### config.mk
export PLATFORM = sky130hd
export DESIGN_NAME = bmpdec_hdr
export DESIGN_NICKNAME = d
export VERILOG_FILES = /design/src/bmpdec_pkg.sv /design/src/bmpdec_hdr.sv
export SDC_FILE = /design/constraint.sdc
export NUM_CORES = 2
export LEC_CHECK = 0
export ABC_AREA = 1
export BUFFER_PORTS_ARGS = -buffer_cell sky130_fd_sc_hd__buf_2
export CORE_MARGIN = 3
export CORE_UTILIZATION = 35
export CTS_BUF_LIST = sky130_fd_sc_hd__clkbuf_8
export DETAILED_ROUTE_END_ITERATION = 8
export RECOVER_POWER = 25
export SLEW_MARGIN = 20
export SYNTH_ARGS = -nofsm -noshare
export SYNTH_HDL_FRONTEND = slang
export SYNTH_SLANG_ARGS = --single-unit
### constraint.sdc
create_clock -name clk -period 16.87 [get_ports clk]
set_clock_uncertainty 0.05 [all_clocks]
set_input_delay 2.5305 -clock clk [delete_from_list [all_inputs] [get_ports clk]]
set_output_delay 2.5305 -clock clk [all_outputs]
set_load 0.005 [all_outputs]
### src/bmpdec_pkg.sv
`default_nettype none

package bmpdec_pkg;

	localparam int POS_W  = 28;
	localparam int DIM_W  = 25;
	localparam int ADDR_W = 24;
	localparam int ROWB_W = 27;
	localparam int HPOS_W = 6;
	localparam int COLOR_W = 24;

	localparam int MAX_PIXELS   = 16777216;
	localparam int HDR_LEN      = 54;
	localparam int HDR_LAST     = 53;
	localparam int FILE_HDR_LEN = 14;
	localparam int DIB_MIN      = 40;

	localparam logic [15:0] SIG_BM = 16'h4D42;
	localparam logic [15:0] PLANES_ONE = 16'd1;
	localparam logic [15:0] BPP_24 = 16'd24;
	localparam logic [15:0] BPP_32 = 16'd32;
	localparam logic [31:0] COMP_RGB = 32'd0;
	localparam logic [31:0] COMP_BITFIELDS = 32'd3;

	// byte offsets of the captured header fields
	localparam int OFF_SIG    = 0;
	localparam int OFF_OFFSET = 10;
	localparam int OFF_DIB    = 14;
	localparam int OFF_WIDTH  = 18;
	localparam int OFF_HEIGHT = 22;
	localparam int OFF_PLANES = 26;
	localparam int OFF_BPP    = 28;
	localparam int OFF_COMP   = 30;

	// byte lanes within one source pixel
	localparam logic [1:0] LANE_BLUE  = 2'd0;
	localparam logic [1:0] LANE_GREEN = 2'd1;
	localparam logic [1:0] LANE_RED   = 2'd2;
	localparam logic [1:0] LANE_ALPHA = 2'd3;

	typedef logic [POS_W-1:0] pos_t;
	typedef logic [DIM_W-1:0] dim_t;
	typedef logic [ADDR_W-1:0] addr_t;
	typedef logic [ROWB_W-1:0] rowb_t;
	typedef logic [2*DIM_W-1:0] area_t;
	typedef logic [ROWB_W+DIM_W-1:0] span_t;

	typedef enum logic [1:0] {
		KIND_PIXEL  = 2'd0,
		KIND_HEADER = 2'd1,
		KIND_REJECT = 2'd2
	} kind_t;

	typedef enum logic [2:0] {
		ST_OK         = 3'd0,
		ST_SIGNATURE  = 3'd1,
		ST_DIB        = 3'd2,
		ST_FORMAT     = 3'd3,
		ST_DIMENSIONS = 3'd4,
		ST_TOO_LARGE  = 3'd5,
		ST_BOUNDS     = 3'd6
	} status_t;

	typedef struct packed {
		logic              step;
		logic [HPOS_W-1:0] pos;
	} hdr_ctl_t;

	typedef struct packed {
		status_t status;
		dim_t    width;
		dim_t    height;
		pos_t    offset;
		logic    bpb4;
		rowb_t   stride;
		addr_t   base;
		logic    bottom_up;
	} hdr_info_t;

	typedef struct packed {
		kind_t              kind;
		addr_t              address;
		logic [COLOR_W-1:0] color;
		dim_t               width;
		dim_t               height;
		status_t            status;
		logic               last;
	} result_t;

endpackage

`default_nettype wire

### src/bmpdec_hdr.sv
`default_nettype none

module bmpdec_hdr (
	input wire clk,
	input wire bmpdec_pkg::hdr_ctl_t ctl,
	input wire [7:0] data_byte,
	input wire [bmpdec_pkg::POS_W-1:0] file_size,
	output bmpdec_pkg::hdr_info_t info
);

	logic [15:0] sig_q;
	logic [15:0] planes_q;
	logic [15:0] bpp_q;
	logic [31:0] offset_q;
	logic [31:0] dib_q;
	logic [31:0] width_q;
	logic [31:0] hraw_q;
	logic [31:0] comp_q;

	logic [31:0] habs_q;
	bmpdec_pkg::rowb_t stride_q;
	bmpdec_pkg::area_t area_q;
	bmpdec_pkg::span_t span_q;
	bmpdec_pkg::addr_t hm1_q;
	bmpdec_pkg::addr_t base_q;

	logic bpb4;
	logic [31:0] habs_next;
	bmpdec_pkg::rowb_t wbytes;
	bmpdec_pkg::rowb_t wsum;
	bmpdec_pkg::rowb_t stride_next;
	logic [2*bmpdec_pkg::ADDR_W-1:0] base_full;
	bmpdec_pkg::pos_t room;
	logic sig_bad;
	logic dib_bad;
	logic fmt_bad;
	logic dim_bad;
	logic big_bad;
	logic bnd_bad;
	bmpdec_pkg::status_t status;

	assign bpb4 = (bpp_q == bmpdec_pkg::BPP_32);
	assign habs_next = hraw_q[31] ? (~hraw_q + 32'd1) : hraw_q;

	// row stride in bytes, rounded up to a multiple of four
	assign wbytes = bpb4 ? {width_q[bmpdec_pkg::DIM_W-1:0], 2'b00}
		: ({1'b0, width_q[bmpdec_pkg::DIM_W-1:0], 1'b0}
		+ {2'b00, width_q[bmpdec_pkg::DIM_W-1:0]});
	assign wsum = wbytes + bmpdec_pkg::rowb_t'(3);
	assign stride_next = {wsum[bmpdec_pkg::ROWB_W-1:2], 2'b00};
	assign base_full = hm1_q * width_q[bmpdec_pkg::ADDR_W-1:0];

	// field capture, then the products settle over the later header bytes
	always_ff @(posedge clk) begin
		if (ctl.step) begin
			for (int k = 0; k < 2; k++) begin
				if (int'(ctl.pos) == bmpdec_pkg::OFF_SIG + k) sig_q[k*8 +: 8] <= data_byte;
				if (int'(ctl.pos) == bmpdec_pkg::OFF_PLANES + k) planes_q[k*8 +: 8] <= data_byte;
				if (int'(ctl.pos) == bmpdec_pkg::OFF_BPP + k) bpp_q[k*8 +: 8] <= data_byte;
			end
			for (int k = 0; k < 4; k++) begin
				if (int'(ctl.pos) == bmpdec_pkg::OFF_OFFSET + k) offset_q[k*8 +: 8] <= data_byte;
				if (int'(ctl.pos) == bmpdec_pkg::OFF_DIB + k) dib_q[k*8 +: 8] <= data_byte;
				if (int'(ctl.pos) == bmpdec_pkg::OFF_WIDTH + k) width_q[k*8 +: 8] <= data_byte;
				if (int'(ctl.pos) == bmpdec_pkg::OFF_HEIGHT + k) hraw_q[k*8 +: 8] <= data_byte;
				if (int'(ctl.pos) == bmpdec_pkg::OFF_COMP + k) comp_q[k*8 +: 8] <= data_byte;
			end
			habs_q <= habs_next;
			stride_q <= stride_next;
			area_q <= width_q[bmpdec_pkg::DIM_W-1:0] * habs_q[bmpdec_pkg::DIM_W-1:0];
			span_q <= stride_q * habs_q[bmpdec_pkg::DIM_W-1:0];
			hm1_q <= habs_q[bmpdec_pkg::ADDR_W-1:0] - bmpdec_pkg::addr_t'(1);
			base_q <= base_full[bmpdec_pkg::ADDR_W-1:0];
		end
	end

	always_comb begin
		room = file_size - offset_q[bmpdec_pkg::POS_W-1:0];
		sig_bad = (sig_q != bmpdec_pkg::SIG_BM);
		dib_bad = (dib_q < 32'(bmpdec_pkg::DIB_MIN))
			|| (({1'b0, dib_q} + 33'(bmpdec_pkg::FILE_HDR_LEN)) > {5'b0, file_size});
		fmt_bad = (planes_q != bmpdec_pkg::PLANES_ONE)
			|| ((bpp_q != bmpdec_pkg::BPP_24) && !bpb4)
			|| ((comp_q != bmpdec_pkg::COMP_RGB)
			&& !((comp_q == bmpdec_pkg::COMP_BITFIELDS) && bpb4));
		dim_bad = (width_q == 32'd0) || width_q[31] || (habs_q == 32'd0) || habs_q[31];
		// either side past the product limit already overflows it
		big_bad = (|width_q[30:bmpdec_pkg::DIM_W]) || (|habs_q[30:bmpdec_pkg::DIM_W])
			|| (area_q > bmpdec_pkg::area_t'(bmpdec_pkg::MAX_PIXELS));
		bnd_bad = (offset_q > {4'b0, file_size})
			|| (span_q > bmpdec_pkg::span_t'(room))
			|| (offset_q < 32'(bmpdec_pkg::HDR_LEN));
		if (sig_bad) status = bmpdec_pkg::ST_SIGNATURE;
		else if (dib_bad) status = bmpdec_pkg::ST_DIB;
		else if (fmt_bad) status = bmpdec_pkg::ST_FORMAT;
		else if (dim_bad) status = bmpdec_pkg::ST_DIMENSIONS;
		else if (big_bad) status = bmpdec_pkg::ST_TOO_LARGE;
		else if (bnd_bad) status = bmpdec_pkg::ST_BOUNDS;
		else status = bmpdec_pkg::ST_OK;
	end

	always_comb begin
		info.status = status;
		info.width = width_q[bmpdec_pkg::DIM_W-1:0];
		info.height = habs_q[bmpdec_pkg::DIM_W-1:0];
		info.offset = offset_q[bmpdec_pkg::POS_W-1:0];
		info.bpb4 = bpb4;
		info.stride = stride_q;
		info.base = base_q;
		info.bottom_up = !hraw_q[31];
	end

endmodule

`default_nettype wire

==> run summary <==
================================================================================
Top Ports                                                                    178
Count of state elements after synthesis                                      413
Post-cts repair resize count                                                   0
Min Tclk post-route                                                      9100 ps
Worst-Margin Slew                                                        5200 ps
Area fraction of the dominant cell type after synthesis                    34.1%
Count of nets left with antenna violations after detail routing                0
PnR worst setup slack                                                    7770 ps
Total number of vias                                                       57300
Number of flops mapped to enable cells by yosys                              413
Fin. Hold Viols                                                                0
Number of H-tree levels                                                        3
RePlAce Congestion                                                         0.944
Residual overflow from global routing                                          0
Number of antenna violations at the first check in global routing              6
Critical path required time                                             14290 ps
Residual DRC                                                                   0
Deepest clock path buffer count                                                3
Count of buffers inserted at the top-level ports                             175
Worst IR drop on VDD                                                    0.332 mV
Sequential share of the synthesized area                                   16.7%
Synth unique cells                                                            57
Post-CTS Repair Setup Buffers                                                  0
Failing checks                                                      max-capacitance violations, max-slew violations
Count of endpoints failing setup in the final report                           0
Post-synth top area cell                                            sky130_fd_sc_hd__fa_1
Async set-or-reset flop fraction in the synthesized netlist                   0%
Critical Path End Type                                              primary output
Pin count of the biggest net entering global routing                          75
NumNets Final                                                              10900
Syn Std Cell Area                                                    74300 sq um
Max-slew violation count                                                     326
Status                                                              finished, violations left
Crit path top cell by count                                         sky130_fd_sc_hd__nand2_1
CP Launch Type                                                         input pin
Clock net sink count                                                         413
RSZ-0062 raised after global routing                                          no
Worst hold-check path type                                          flop to flop
Starting DRC count in detailed routing                                      3959
Most common cell in the synthesized netlist                         sky130_fd_sc_hd__inv_1
Total Die Area                                                      218000 sq um
Max-slew headroom                                                          -247%
Total number of placement rows                                               168
WL per Instance                                                          18.7 um
Most instantiated cells after synthesis                             2614 x sky130_fd_sc_hd__inv_1, 2311 x sky130_fd_sc_hd__nand2_1, 1266 x sky130_fd_sc_hd__fa_1
Power per unit of standard cell area                                 188 nW/um^2
Count of mapped cells out of synthesis                                      9098
Syn. warnings                                                                  0
TritonCTS clock tree                                                        done
Leakage Power                                                            43.9 nW
Classification of the worst setup path                              input pin to primary output
Setup slack after placement                                              7810 ps
Fraction of layout instances using a drive strength above 1                4.76%
Maximum clock rate                                                       110 MHz
CTS Hold Buffers Added                                                         0
Root buffer selected by CTS                                         sky130_fd_sc_hd__clkbuf_8
Synthesized area per cell                                             8.16 sq um
Post-route total power                                                   14.8 mW
Initial core utilization                                                   35.3%
Fin crit share                                                             53.9%
Detailed-placement wirelength estimate                                    170 mm
Via count normalized by instance count                                      4.83
Synthesis-to-finish area growth                                            5.99%
Global-route usage over all layers                                         20.8%
Vias in the first global route                                             62600
Arrival time reported for the critical path endpoint                     6520 ps
Post-Route Setup TNS                                                        0 ps
Top_reg_cell synth                                                  sky130_fd_sc_hd__edfxtp_1
Clock latency at the later pin of the worst-skew pair                     790 ps
Slowest stage delay, CP                                                   340 ps
Global-route wire length before repair                                    354 mm
Clock buffer count from CTS                                                   72
Top post-synthesis cells by area                                    sky130_fd_sc_hd__fa_1 34%, sky130_fd_sc_hd__edfxtp_1 17%, sky130_fd_sc_hd__inv_1 13%, sky130_fd_sc_hd__nand2_1 12%, sky130_fd_sc_hd__ha_1 10%
Area inside the core boundary                                       210000 sq um
Iteration count of the initial detailed-routing pass                           5
Critical-path cell with the highest stage delay                     sky130_fd_sc_hd__a21oi_1
Die outline width                                                         467 um
# placed instances                                                         11700
Filler-free cell count of the finished design                              11900
DRT Wirelength                                                            222 mm
Worst-path fanout max                                                          4
Number of max-cap violations                                                  10
Clock-pin slew on the worst setup and hold paths                           70 ps
Chip height                                                               467 um
================================================================================
## cell families after synthesis
family,synth area share (%)
buffers and inverters,16.0
AO/OA/AOI/OAI,3.44
AND/OR/NAND/NOR,16.5
flip-flops,16.7
other,0.00505
XOR/XNOR,3.05
adder cells (fa/ha/maj),44.3
## area by class of cell
type,instances,area [sq um]
Antenna cell,1,2.50
Sequential cell,413,12400
Clock inverter,53,398
Clock buffer,72,991
Inverter,2618,9830
Timing Repair Buffer,276,1610
Tap cell,2805,3510
Multi-Input combinational cell,5622,50000
Fill cell,21600,131000
## critical path, delay by kind of cell
kind,cells,cell delay [ps]
compound gates,6,1340
buf+inv,7,630
xor+xnor,1,170
fa+ha+maj,2,560
simple gates,13,1270
## where the power goes
group	leakage (nW)	internal, mW	switching, mW
logic	39.3	4.34	7.63
registers	3.88	1.85	0.0717
clock network	0.755	0.459	0.482
total	43.9	6.65	8.18
## placed cells by master (no fill, tap or decap), types with 5 or more instances in the layout
master	n
sky130_fd_sc_hd__inv_1	2628
sky130_fd_sc_hd__nand2_1	2312
sky130_fd_sc_hd__fa_1	1266
sky130_fd_sc_hd__ha_1	603
sky130_fd_sc_hd__edfxtp_1	413
sky130_fd_sc_hd__nor2_1	351
sky130_fd_sc_hd__a21oi_1	205
sky130_fd_sc_hd__xor2_1	170
sky130_fd_sc_hd__buf_2	166
sky130_fd_sc_hd__nand3_1	127
sky130_fd_sc_hd__o21ai_0	114
sky130_fd_sc_hd__buf_4	98
sky130_fd_sc_hd__xnor2_1	89
sky130_fd_sc_hd__clkbuf_8	72
sky130_fd_sc_hd__nand4_1	64
sky130_fd_sc_hd__nor3_1	55
sky130_fd_sc_hd__nor4_1	52
sky130_fd_sc_hd__a31oi_1	27
sky130_fd_sc_hd__a21o_1	19
sky130_fd_sc_hd__o21bai_1	18
sky130_fd_sc_hd__nand3b_1	16
sky130_fd_sc_hd__nor2_2	14
sky130_fd_sc_hd__clkinv_1	13
sky130_fd_sc_hd__or2_2	12
sky130_fd_sc_hd__clkinv_2	12
sky130_fd_sc_hd__clkbuf_1	12
sky130_fd_sc_hd__o211ai_1	10
sky130_fd_sc_hd__o21ai_2	9
sky130_fd_sc_hd__o21ai_1	9
sky130_fd_sc_hd__and3_1	7
sky130_fd_sc_hd__a21boi_0	7
sky130_fd_sc_hd__a211oi_1	6
sky130_fd_sc_hd__o21a_1	6
sky130_fd_sc_hd__o31ai_1	6
sky130_fd_sc_hd__nand2_2	6
sky130_fd_sc_hd__nand3_2	5
## metal layers
| layer | global-route usage [%] | share of wire [%] |
|---|---|---|
| met1 | 26.7 | 41 |
| met2 | 35.6 | 48 |
| met3 | 3.00 | 6.5 |
| met4 | 7.83 | 4.0 |
| met5 | 0 | 0.015 |
## path summary, 6_finish.rpt
check,start,end,slack [ps],cells after the start
min reg2reg,hraw_q[0]$_DFFE_PP_,habs_q[0]$_DFFE_PP_,460,0
max,file_size[1],info[132],7770,29
max reg2reg,width_q[9]$_DFFE_PP_,area_q[49]$_DFFE_PP_,8940,31
min,hraw_q[0]$_DFFE_PP_,habs_q[0]$_DFFE_PP_,460,0
## state kept, by name (all words and copies together), names as in the netlist
signal    count
width_q      32
area_q       50
comp_q       32
planes_q     16
span_q       50
hraw_q       32
dib_q        32
stride_q     25
offset_q     32
base_q       24
hm1_q        24
habs_q       32
bpp_q        16
sig_q        16
## through the flow
| stage | area (sq um) | hold slack [ps] | utilization [%] |
|---|---|---|---|
| floorplan | 74300 | 422 | - |
| global placement | 77400 | 457 | 36.8 |
| detailed placement | 77400 | 478 | 36.8 |
| CTS | 78800 | 495 | 37.5 |
| global route | 78700 | 480 | 37.4 |
| finish | 78700 | 463 | 37.4 |
Power figures use the tool's default switching activity.
