File: src/bmpdec_pkg.sv
`default_nettype none

package bmpdec_pkg;

	localparam int POS_W  = 28;
	localparam int DIM_W  = 25;
	localparam int ADDR_W = 24;
	localparam int ROWB_W = 27;
	localparam int HPOS_W = 6;
	localparam int COLOR_W = 24;

	localparam int MAX_PIXELS   = 16777216;
	localparam int HDR_LEN      = 54;
	localparam int HDR_LAST     = 53;
	localparam int FILE_HDR_LEN = 14;
	localparam int DIB_MIN      = 40;

	localparam logic [15:0] SIG_BM = 16'h4D42;
	localparam logic [15:0] PLANES_ONE = 16'd1;
	localparam logic [15:0] BPP_24 = 16'd24;
	localparam logic [15:0] BPP_32 = 16'd32;
	localparam logic [31:0] COMP_RGB = 32'd0;
	localparam logic [31:0] COMP_BITFIELDS = 32'd3;

	// byte offsets of the captured header fields
	localparam int OFF_SIG    = 0;
	localparam int OFF_OFFSET = 10;
	localparam int OFF_DIB    = 14;
	localparam int OFF_WIDTH  = 18;
	localparam int OFF_HEIGHT = 22;
	localparam int OFF_PLANES = 26;
	localparam int OFF_BPP    = 28;
	localparam int OFF_COMP   = 30;

	// byte lanes within one source pixel
	localparam logic [1:0] LANE_BLUE  = 2'd0;
	localparam logic [1:0] LANE_GREEN = 2'd1;
	localparam logic [1:0] LANE_RED   = 2'd2;
	localparam logic [1:0] LANE_ALPHA = 2'd3;

	typedef logic [POS_W-1:0] pos_t;
	typedef logic [DIM_W-1:0] dim_t;
	typedef logic [ADDR_W-1:0] addr_t;
	typedef logic [ROWB_W-1:0] rowb_t;
	typedef logic [2*DIM_W-1:0] area_t;
	typedef logic [ROWB_W+DIM_W-1:0] span_t;

	typedef enum logic [1:0] {
		KIND_PIXEL  = 2'd0,
		KIND_HEADER = 2'd1,
		KIND_REJECT = 2'd2
	} kind_t;

	typedef enum logic [2:0] {
		ST_OK         = 3'd0,
		ST_SIGNATURE  = 3'd1,
		ST_DIB        = 3'd2,
		ST_FORMAT     = 3'd3,
		ST_DIMENSIONS = 3'd4,
		ST_TOO_LARGE  = 3'd5,
		ST_BOUNDS     = 3'd6
	} status_t;

	typedef struct packed {
		logic              step;
		logic [HPOS_W-1:0] pos;
	} hdr_ctl_t;

	typedef struct packed {
		status_t status;
		dim_t    width;
		dim_t    height;
		pos_t    offset;
		logic    bpb4;
		rowb_t   stride;
		addr_t   base;
		logic    bottom_up;
	} hdr_info_t;

	typedef struct packed {
		kind_t              kind;
		addr_t              address;
		logic [COLOR_W-1:0] color;
		dim_t               width;
		dim_t               height;
		status_t            status;
		logic               last;
	} result_t;

endpackage

`default_nettype wire

File: src/bmpdec_ctrl.sv
`default_nettype none

module bmpdec_ctrl (
	input wire clk,
	input wire arst_n,
	input wire step,
	input wire first_byte,
	input wire [7:0] data_byte,
	input wire [bmpdec_pkg::POS_W-1:0] file_size,
	input wire bmpdec_pkg::hdr_info_t info,
	output bmpdec_pkg::hdr_ctl_t hdr_ctl,
	output logic emit,
	output bmpdec_pkg::result_t result
);

	typedef enum logic [1:0] {
		PH_HEADER,
		PH_PIXELS,
		PH_IDLE
	} phase_t;

	phase_t phase_q, phase_d, eff_phase;
	bmpdec_pkg::pos_t pos_q, pos_d, eff_pos;
	bmpdec_pkg::dim_t col_q, col_d, col_inc;
	bmpdec_pkg::dim_t rows_q, rows_d, rows_inc;
	bmpdec_pkg::rowb_t rbc_q, rbc_d, rbc_inc;
	bmpdec_pkg::addr_t base_q, base_d;
	logic [1:0] sub_q, sub_d, sub_last;
	logic [15:0] pp_q, pp_d;

	always_comb begin
		eff_phase = first_byte ? PH_HEADER : phase_q;
		eff_pos = first_byte ? '0 : pos_q;
		hdr_ctl.step = step && (eff_phase == PH_HEADER);
		hdr_ctl.pos = eff_pos[bmpdec_pkg::HPOS_W-1:0];
	end

	always_comb begin
		phase_d = phase_q;
		pos_d = pos_q;
		col_d = col_q;
		rows_d = rows_q;
		rbc_d = rbc_q;
		base_d = base_q;
		sub_d = sub_q;
		pp_d = pp_q;
		emit = 1'b0;
		result = '0;
		col_inc = col_q + bmpdec_pkg::dim_t'(1);
		rows_inc = rows_q + bmpdec_pkg::dim_t'(1);
		rbc_inc = rbc_q + bmpdec_pkg::rowb_t'(1);
		sub_last = info.bpb4 ? bmpdec_pkg::LANE_ALPHA : bmpdec_pkg::LANE_RED;
		unique case (eff_phase)
			PH_HEADER: begin
				phase_d = PH_HEADER;
				pos_d = eff_pos + bmpdec_pkg::pos_t'(1);
				if ((eff_pos == '0) && (file_size < bmpdec_pkg::pos_t'(bmpdec_pkg::HDR_LEN))) begin
					phase_d = PH_IDLE;
					emit = 1'b1;
					result.kind = bmpdec_pkg::KIND_REJECT;
					result.status = bmpdec_pkg::ST_SIGNATURE;
					result.last = 1'b1;
				end else if (eff_pos == bmpdec_pkg::pos_t'(bmpdec_pkg::HDR_LAST)) begin
					emit = 1'b1;
					if (info.status != bmpdec_pkg::ST_OK) begin
						phase_d = PH_IDLE;
						result.kind = bmpdec_pkg::KIND_REJECT;
						result.status = info.status;
						result.last = 1'b1;
					end else begin
						phase_d = PH_PIXELS;
						pos_d = bmpdec_pkg::pos_t'(bmpdec_pkg::HDR_LEN);
						col_d = '0;
						rows_d = '0;
						rbc_d = '0;
						sub_d = bmpdec_pkg::LANE_BLUE;
						pp_d = '0;
						// bottom-up files start at the last frame row
						base_d = info.bottom_up ? info.base : '0;
						result.kind = bmpdec_pkg::KIND_HEADER;
						result.width = info.width;
						result.height = info.height;
					end
				end
			end
			PH_PIXELS: begin
				pos_d = pos_q + bmpdec_pkg::pos_t'(1);
				if (pos_q >= info.offset) begin
					if (col_q < info.width) begin
						case (sub_q)
							bmpdec_pkg::LANE_BLUE: pp_d = {8'h00, data_byte};
							bmpdec_pkg::LANE_GREEN: pp_d = {data_byte, pp_q[7:0]};
							bmpdec_pkg::LANE_RED: begin
								emit = 1'b1;
								result.kind = bmpdec_pkg::KIND_PIXEL;
								result.address = base_q + col_q[bmpdec_pkg::ADDR_W-1:0];
								result.color = {data_byte, pp_q};
								result.last = (col_inc == info.width) && (rows_inc == info.height);
							end
							default: ;
						endcase
						if (sub_q == sub_last) begin
							col_d = col_inc;
							sub_d = bmpdec_pkg::LANE_BLUE;
						end else begin
							sub_d = sub_q + 2'd1;
						end
					end
					rbc_d = rbc_inc;
					// end of row, padding included
					if (rbc_inc >= info.stride) begin
						rbc_d = '0;
						col_d = '0;
						sub_d = bmpdec_pkg::LANE_BLUE;
						rows_d = rows_inc;
						if (info.bottom_up) base_d = base_q - info.width[bmpdec_pkg::ADDR_W-1:0];
						else base_d = base_q + info.width[bmpdec_pkg::ADDR_W-1:0];
						if (rows_inc >= info.height) phase_d = PH_IDLE;
					end
				end
			end
			PH_IDLE: ;
			default: phase_d = PH_IDLE;
		endcase
	end

	always_ff @(posedge clk or negedge arst_n) begin
		if (!arst_n) begin
			phase_q <= PH_HEADER;
			pos_q <= '0;
			col_q <= '0;
			rows_q <= '0;
			rbc_q <= '0;
			base_q <= '0;
			sub_q <= bmpdec_pkg::LANE_BLUE;
			pp_q <= '0;
		end else if (step) begin
			phase_q <= phase_d;
			pos_q <= pos_d;
			col_q <= col_d;
			rows_q <= rows_d;
			rbc_q <= rbc_d;
			base_q <= base_d;
			sub_q <= sub_d;
			pp_q <= pp_d;
		end
	end

endmodule

`default_nettype wire

File: config.mk
export PLATFORM = sky130hd
export DESIGN_NAME = bmpdec_ctrl
export DESIGN_NICKNAME = d
export VERILOG_FILES = /design/src/bmpdec_pkg.sv /design/src/bmpdec_ctrl.sv
export SDC_FILE = /design/constraint.sdc
export NUM_CORES = 1
export LEC_CHECK = 0
export BUFFER_PORTS_ARGS = -buffer_cell sky130_fd_sc_hd__buf_4
export CORE_MARGIN = 4
export CORE_UTILIZATION = 53
export DETAILED_ROUTE_END_ITERATION = 10
export HOLD_SLACK_MARGIN = 0.06
export PLACE_DENSITY_LB_ADDON = 0.15
export REMOVE_ABC_BUFFERS = 1
export SYNTH_ARGS = -nofsm -noshare
export SYNTH_HDL_FRONTEND = slang
export SYNTH_SLANG_ARGS = --single-unit
File: constraint.sdc
create_clock -name clk -period 14.7 [get_ports clk]
set_clock_uncertainty 0.15 [all_clocks]
set_input_delay 3.675 -clock clk [delete_from_list [all_inputs] [get_ports clk]]
set_output_delay 3.675 -clock clk [all_outputs]
set_load 0.02 [all_outputs]
==> results of run 1 <==
-- synthesized netlist by cell type (9+ instances only) --
cell type,instances
nor3_1,94
o21ai_0,148
a22o_1,40
a31oi_1,25
a211oi_1,19
xor2_1,66
and4_1,13
ha_1,162
nor2_1,124
and2_1,41
a31o_2,9
clkbuf_1,75
nand2b_1,15
nand4_1,57
mux2_2,22
o31ai_1,30
dfrtp_1,149
or4_1,11
buf_2,10
nor4_1,30
a21boi_0,9
and3_1,34
inv_1,145
nand3_1,83
a21oi_1,119
a21o_1,25
nor2b_1,21
mux2i_1,17
nand2_1,148
o21a_1,9
xnor2_1,95
-- routing by layer --
metal / up-vias / track usage [%] / share of wire [%]
li1: 7628 / - / -
met1: 7649 / 40.3 / 43
met2: 673 / 49.2 / 47
met3: 98 / 5.42 / 8.1
met4: 0 / 10.0 / 2.8
met5: - / 0 / 0
-- cell families after synthesis --
| group | Yosys count | share of synthesized area, % |
|---|---|---|
| AO/OA/AOI/OAI | 510 | 21.2 |
| multiplexers | 39 | 2.70 |
| flip-flops | 149 | 24.1 |
| XOR/XNOR | 161 | 9.11 |
| adder cells (fa/ha/maj) | 164 | 13.4 |
| AND/OR/NAND/NOR | 709 | 23.7 |
| buffers and inverters | 238 | 5.90 |
-- placed cells by master (no fill, tap or decap), types with 22 or more instances in the layout --
master   netlist  routed
buf_4          2     298
ha_1         162     162
dfrtp_1      149     149
o21ai_0      148     148
nand2_1      148     147
inv_1        145     145
nor2_1       124     122
a21oi_1      119     119
xnor2_1       95      95
nor3_1        94      93
nand3_1       83      82
xor2_1        66      66
nand4_1       57      57
and2_1        41      41
a22o_1        40      40
and3_1        34      33
nor4_1        30      30
o31ai_1       30      30
a31oi_1       25      25
a21o_1        25      25
mux2_2        22      22
-- registers in the layout, summed over array words and instances, names as in the netlist --
| signal | cells |
|---|---|
| rbc_q | 27 |
| rows_q | 25 |
| pos_q | 28 |
| col_q | 25 |
| sub_q | 2 |
| base_q | 24 |
| pp_q | 16 |
| phase_q | 2 |
-- metrics by stage --
stage	worst slack (ns)	cells
floorplan	4.51	1877
global placement	3.67	2560
detailed placement	3.65	2560
CTS	3.64	2592
global route	3.33	2592
finish	3.62	2592
-- power groups by stage --
stage               clock [mW]  sequential (mW)  combinational [mW]
detailed placement           0            0.424               0.156
global route             0.499            0.416               0.175
finish                   0.476            0.416               0.158
CTS                      0.482            0.416               0.157
global placement             0            0.424               0.152
floorplan                    0            0.423              0.0792
-- worst paths after layout --
path / start / to / slack (ns)
max in group asynchronous: arst_n / base_q[8]$_DFFE_PN0P_ / 9.88
hold / removal: pp_q[11]$_DFFE_PN0P_ / pp_q[11]$_DFFE_PN0P_ / 0.35
min in group asynchronous: arst_n / pp_q[0]$_DFFE_PN0P_ / 3.14
setup reg to reg: rbc_q[0]$_DFFE_PN0P_ / phase_q[0]$_DFFE_PN0P_ / 9.13
hold reg to reg: pp_q[11]$_DFFE_PN0P_ / pp_q[11]$_DFFE_PN0P_ / 0.35
setup / recovery: info[117] / result[100] / 3.62
-- cell type report --
class	instances	area, um^2	share of cell area, %
Clock buffer	19	453	2.45
Clock inverter	13	165	0.894
Inverter	145	544	2.94
Multi-Input combinational cell	1583	10900	58.8
Sequential cell	149	3730	20.2
Tap cell	384	480	2.60
Timing Repair Buffer	299	2250	12.2
==> impl_metrics.ini, run 1 <==
[run_status]
status = complete, no violations

[floorplanning]
floorplan.initialDensity_pct = 53.8
die_h_um = 179
floorplan.io_pins = 286
fp-row-count = 62
fp.coreArea_mm2 = 0.0288
die_width_um = 179
die-area_mm2 = 0.0320

[detailed_routing]
first_pass_iters = 5
ant_nets = 0
drt-wirelength-per-cell_um = 18.9
detail_route.vias_per_cell = 6.19
routed-via-count = 16000
route.detailed.drc = 0
drtIter0Drc = 1383
drt-total-wl_um = 49000

[cells_and_area]
fillerInstances = 2511
nNetsFinal = 2533
layout-area-overhead-vs-synth_pct = 19.4
final_antenna_diode_count = 0
final_core_util_pct = 64.2
post-route-cell-area_mm2 = 0.0185
layout-drive-gt1-share_pct = 17.6

[pwr]
share_seq_of_total_power_pct = 39.7
intPower_mw = 0.762
power.density_cell_area_mw_per_mm2 = 56.8
switching_share_pct = 27.4
post-layout-total-power_mw = 1.05
leakage_nw = 9.05
total_switching_power_mw = 0.288
comb_power_share_pct = 15.0
power.clock.fraction_pct = 45.3
ir_worst_vdd_mv = 0.0760

[placed_design]
place.detailed.hpwl_um = 36200
numPortBuffers = 284
placer_congestion = 0.995
placement.cell_area_mm2 = 0.0179

[critical_path]
worst-path-buf-inv = 3
worst_r2r_path_depth = 17
critical-path-slowest-cell = and4b_1
crit_fanout = 28
path_cells = buf_4 > inv_1 > ha_1 > a21oi_1 > a211oi_1 > a211oi_1 > a211oi_2 > nor2_1 > and4b_1 > o2111ai_1 > nor3_1 > buf_4
critical_path_class = in2out
timing.critical_path.max_delay_family = simple AND/OR/NAND/NOR gates
cp_capture_type = output port
worst_setup_path_start_kind = input pin
delay_of_the_slowest_cell_on_the_worst_path_ns = 0.87
arrival_ns = 7.25
critical_path_cell_count = 12
crit_required_ns = 10.88

[timing]
max_slew_margin_pct = 25.1
grt_setup_unrepaired = no
max_slew.worst_pin.slew_ns = 1.11
finalSetupViolations = 0
layout_min_cycle_time_ns = 11.08
fin_tns_setup_ns = 0
clock.fmax_ghz = 0.0903
timing.final.max_slew_violations = 0
hold_ws_ns = 0.347
min_period_over_period_pct = 75.3
timing.final.hold_violations = 0

[hold_path]
hold_path.class = reg2reg
hold-path-cell-count = 1

[cts]
holdBufCountCts = 0
post-cts-setup-buffers = 0
worstSkewPairLatency_ns = 0.44
clock_sinks = 149
ctsHtreeMaxLevel = 4
cts.root.buffer_cell = clkbuf_16
cts.repair.resized = 0
cts_tree = yes
clock_tree.buffer_depth = 2
worst_setup_hold_path_clk_slew_ns = 0.06
numCtsBuffers = 17

[global_route]
groute.usage.overall_pct = 30.1
grt_pass1_wl_um = 78200
vias_in_the_first_global_route = 15400
grt_start_max_net_pins = 93
grt.overflow.total = 0
antenna_found_initial = 0

[yosys]
synth-edff-count = 0
post_synth_main_area_contributors = dfrtp_1 24%, ha_1 13%, xnor2_1 5.4%, o21ai_0 4.8%, a21oi_1 3.8%
synth_seq_cells = 149
synthArstFlopShare_pct = 100
synth_cells = 1970
netlist.area_leader.share_pct = 24.1
synth_area_mm2 = 0.0155
synth_cell_type_count = 81
yosysSeqAreaShare_pct = 24.1
synthesis.yosys.warnings = 0
synth_flop_cell = dfrtp_1
syn-mean-instance-area_um2 = 7.86
yosysTopAreaCell = dfrtp_1

[job]
cap_violations = 0
(Power assumes the default switching activity.)
==> run 2: changes to the inputs <==
Settings changed: ABC_AREA set to 1.
Clock period 14.7 ns to 9.8 ns, I/O delays scaled along.
==> run 2 against run 1 <==
Sequential share of layout area shrank 1.1 points. Power is 83% higher. Routed wire length rose by 15%. First-iteration DRC count is 0.51% higher. Combinational power rose to 3.1 times the previous value. Core utilization decreased by 0.38 points. Synthesized cell count up 34%. Design area up 5.9%. Clock power rose by 59%. Critical path depth shrank 2. Area after synthesis increased by 6.7%. Sequential cell count stayed put.
==> impl_metrics.ini, run 2 <==
[run_status]
status = complete, no violations

[yosys]
synth_flop_cell = dfrtp_1
synth_cell_type_count = 47
synth_compound_gate_area_share_pct = 12.2
synth_seq_cells = 149
synthArstFlopShare_pct = 100
yosys-mux-area-fraction_pct = 0
synthMostInstantiatedCell = nand2_1
yosysTopAreaCell = dfrtp_1
adder_and_majority_cell_fraction_of_the_synthesized_area_pct = 12.5
synthSimpleGateAreaFrac_pct = 35.9
synth_area_mm2 = 0.0165
synth_top_cells_by_count = 684 x nand2_1, 393 x inv_1, 353 x nor2_1
netlist.area_leader.share_pct = 22.6
syn-mean-instance-area_um2 = 6.24
synth-edff-count = 0
synth_top_family_by_area = simple AND/OR/NAND/NOR gates
post_synth_main_area_contributors = dfrtp_1 23%, nand2_1 16%, ha_1 12%, inv_1 8.9%, nor2_1 8.0%
synth_cells = 2647
yosysSeqAreaShare_pct = 22.6
synthesis.yosys.warnings = 0
fraction_of_synthesized_cell_area_in_xor_and_xnor_cells_pct = 5.98

[timing]
max_slew.worst_pin.slew_ns = 1.03
finalSetupViolations = 0
timing.final.max_slew_violations = 0
grt_setup_unrepaired = no
max_slew_margin_pct = 30.9
hold_ws_ns = 0.340
timing.final.hold_violations = 0
min_period_over_period_pct = 80.8
clock.fmax_ghz = 0.126
fin_tns_setup_ns = 0
layout_min_cycle_time_ns = 7.92
final.setup.worst_slack_ns = 1.88

[floorplanning]
die_h_um = 184
floorplan.io_pins = 286
fp.coreArea_mm2 = 0.0307
die-area_mm2 = 0.0340
fp-row-count = 64
die_width_um = 184
floorplan.initialDensity_pct = 53.8

[detailed_routing]
drtIter0Drc = 1390
routed-via-count = 18500
first_pass_iters = 6
route.detailed.drc = 0
ant_nets = 0
drt-total-wl_um = 56200
detail_route.vias_per_cell = 5.58
drt-wirelength-per-cell_um = 17.0

[cts]
cts_tree = yes
ctsHtreeMaxLevel = 4
clock_sinks = 149
cts.repair.resized = 0
worstSkewPairLatency_ns = 0.47
numCtsBuffers = 17
post-cts-setup-buffers = 0
cts.root.buffer_cell = clkbuf_16
holdBufCountCts = 0
clock_tree.buffer_depth = 2
worst_setup_hold_path_clk_slew_ns = 0.06

[critical_path]
critical-path-slowest-cell = nor4_1
crit_fanout = 51
worst_setup_path_start_kind = input pin
critical_path.startpoint = first_byte
cp_capture_type = output port
delay_of_the_slowest_cell_on_the_worst_path_ns = 0.48
arrival_ns = 5.32
path_cells = buf_4 > nor2_1 > ha_1 > nand2_1 > nor4_1 > nand3_1 > nor2_1 > inv_2 > nor2_1 > buf_4
critical_path_class = in2out
path_common_cell = nor2_1
crit_required_ns = 7.20
worst_r2r_src = rbc_q[0]$_DFFE_PN0P_

[placed_design]
numPortBuffers = 284
placer_congestion = 0.992
pre_cts_slack_ns = 1.94
place.detailed.hpwl_um = 44600

[cells_and_area]
layout_common_cells = 684 x nand2_1, 393 x inv_1, 353 x nor2_1, 293 x buf_4, 199 x nand3_1
largest-register = pos_q
final_common_cell = nand2_1
layout-area-overhead-vs-synth_pct = 18.6
largestRegisters = pos_q (28), rbc_q (27)
nNetsFinal = 3238
max_ffs_per_register = 28
layout-drive-gt1-share_pct = 12.0

[global_route]
groute.usage.overall_pct = 32.6
grt.overflow.total = 0
grt_start_max_net_pins = 94
grt_pass1_wl_um = 89000
antenna_found_initial = 2
vias_in_the_first_global_route = 17600

[pwr]
post-layout-total-power_mw = 1.92
ir_worst_vdd_mv = 0.136
switching_share_pct = 33.8
leakage_nw = 10.8
comb_power_share_pct = 25.1
share_seq_of_total_power_pct = 35.5
intPower_mw = 1.28
total_switching_power_mw = 0.650
power.density_cell_area_mw_per_mm2 = 98.3
power.clock.fraction_pct = 39.4

[hold_path]
hold_path.class = reg2reg
beginning_of_the_worst_hold_path = phase_q[0]$_DFFE_PN0P_

[job]
cap_violations = 0
run 2: power by group through the flow:
stage                     logic (mW)  clock network [mW]  registers [mW]
after floorplan                0.306                   0           0.682
after global placement         0.459                   0           0.692
after detailed placement       0.475                   0           0.693
after CTS                      0.479               0.760           0.682
after global routing           0.549               0.788           0.687
final                          0.484               0.758           0.683
run 2: logic make-up (layout without fill, tap and decap cells):
logic type      Yosys count  after routing
simple gates           1404           1404
buf+inv                 456            722
compound gates          366            366
fa+ha+maj               164            164
flops                   149            149
xor+xnor                108            108
other cells               0              2
run 2: layout make-up:
class                   count  area (um^2)
clock inverters            14          213
inverters                 396         1490
repair buffers            294         2210
flip-flops and latches    149         3730
clock buffers              18          439
well taps                 396          495
diodes                      2         5.00
fillers                  2857        11100
multi-input cells        2042        11000
run 2: through the flow:
stage,util [%],cells,cell area (um^2)
2_1_floorplan,-,2587,16200
3_3_place_gp,61.7,3277,18900
3_5_place_dp,61.7,3277,18900
4_1_cts,63.8,3309,19600
5_1_grt,63.8,3311,19600
6_report,63.8,3311,19600
run 2: final timing paths:
kind	to	slack, ns	cells past startpoint
min in group asynchronous	pp_q[9]$_DFFE_PN0P_	1.93	1
worst max-delay path	result[29]	1.88	10
max in group asynchronous	rows_q[20]$_DFFE_PN0P_	6.17	2
worst min register to register	phase_q[0]$_DFFE_PN0P_	0.34	2
worst max register to register	col_q[2]$_DFFE_PN0P_	4.02	20
worst min-delay path	phase_q[0]$_DFFE_PN0P_	0.34	2
run 2: layer usage:
layer  GRT usage, %  vias up  wire (um)
li1               -     9117          -
met1           43.3     8467      23900
met2           53.5      772      25600
met3           5.11      118       4580
met4           13.0        0       2160
met5              0        -          0
run 2: worst max-delay path: cells and delay by family:
family,cells,cell delay (ns)
adder cells (fa/ha/maj),1,0.25
buffers and inverters,3,0.73
AND/OR/NAND/NOR,6,1.87
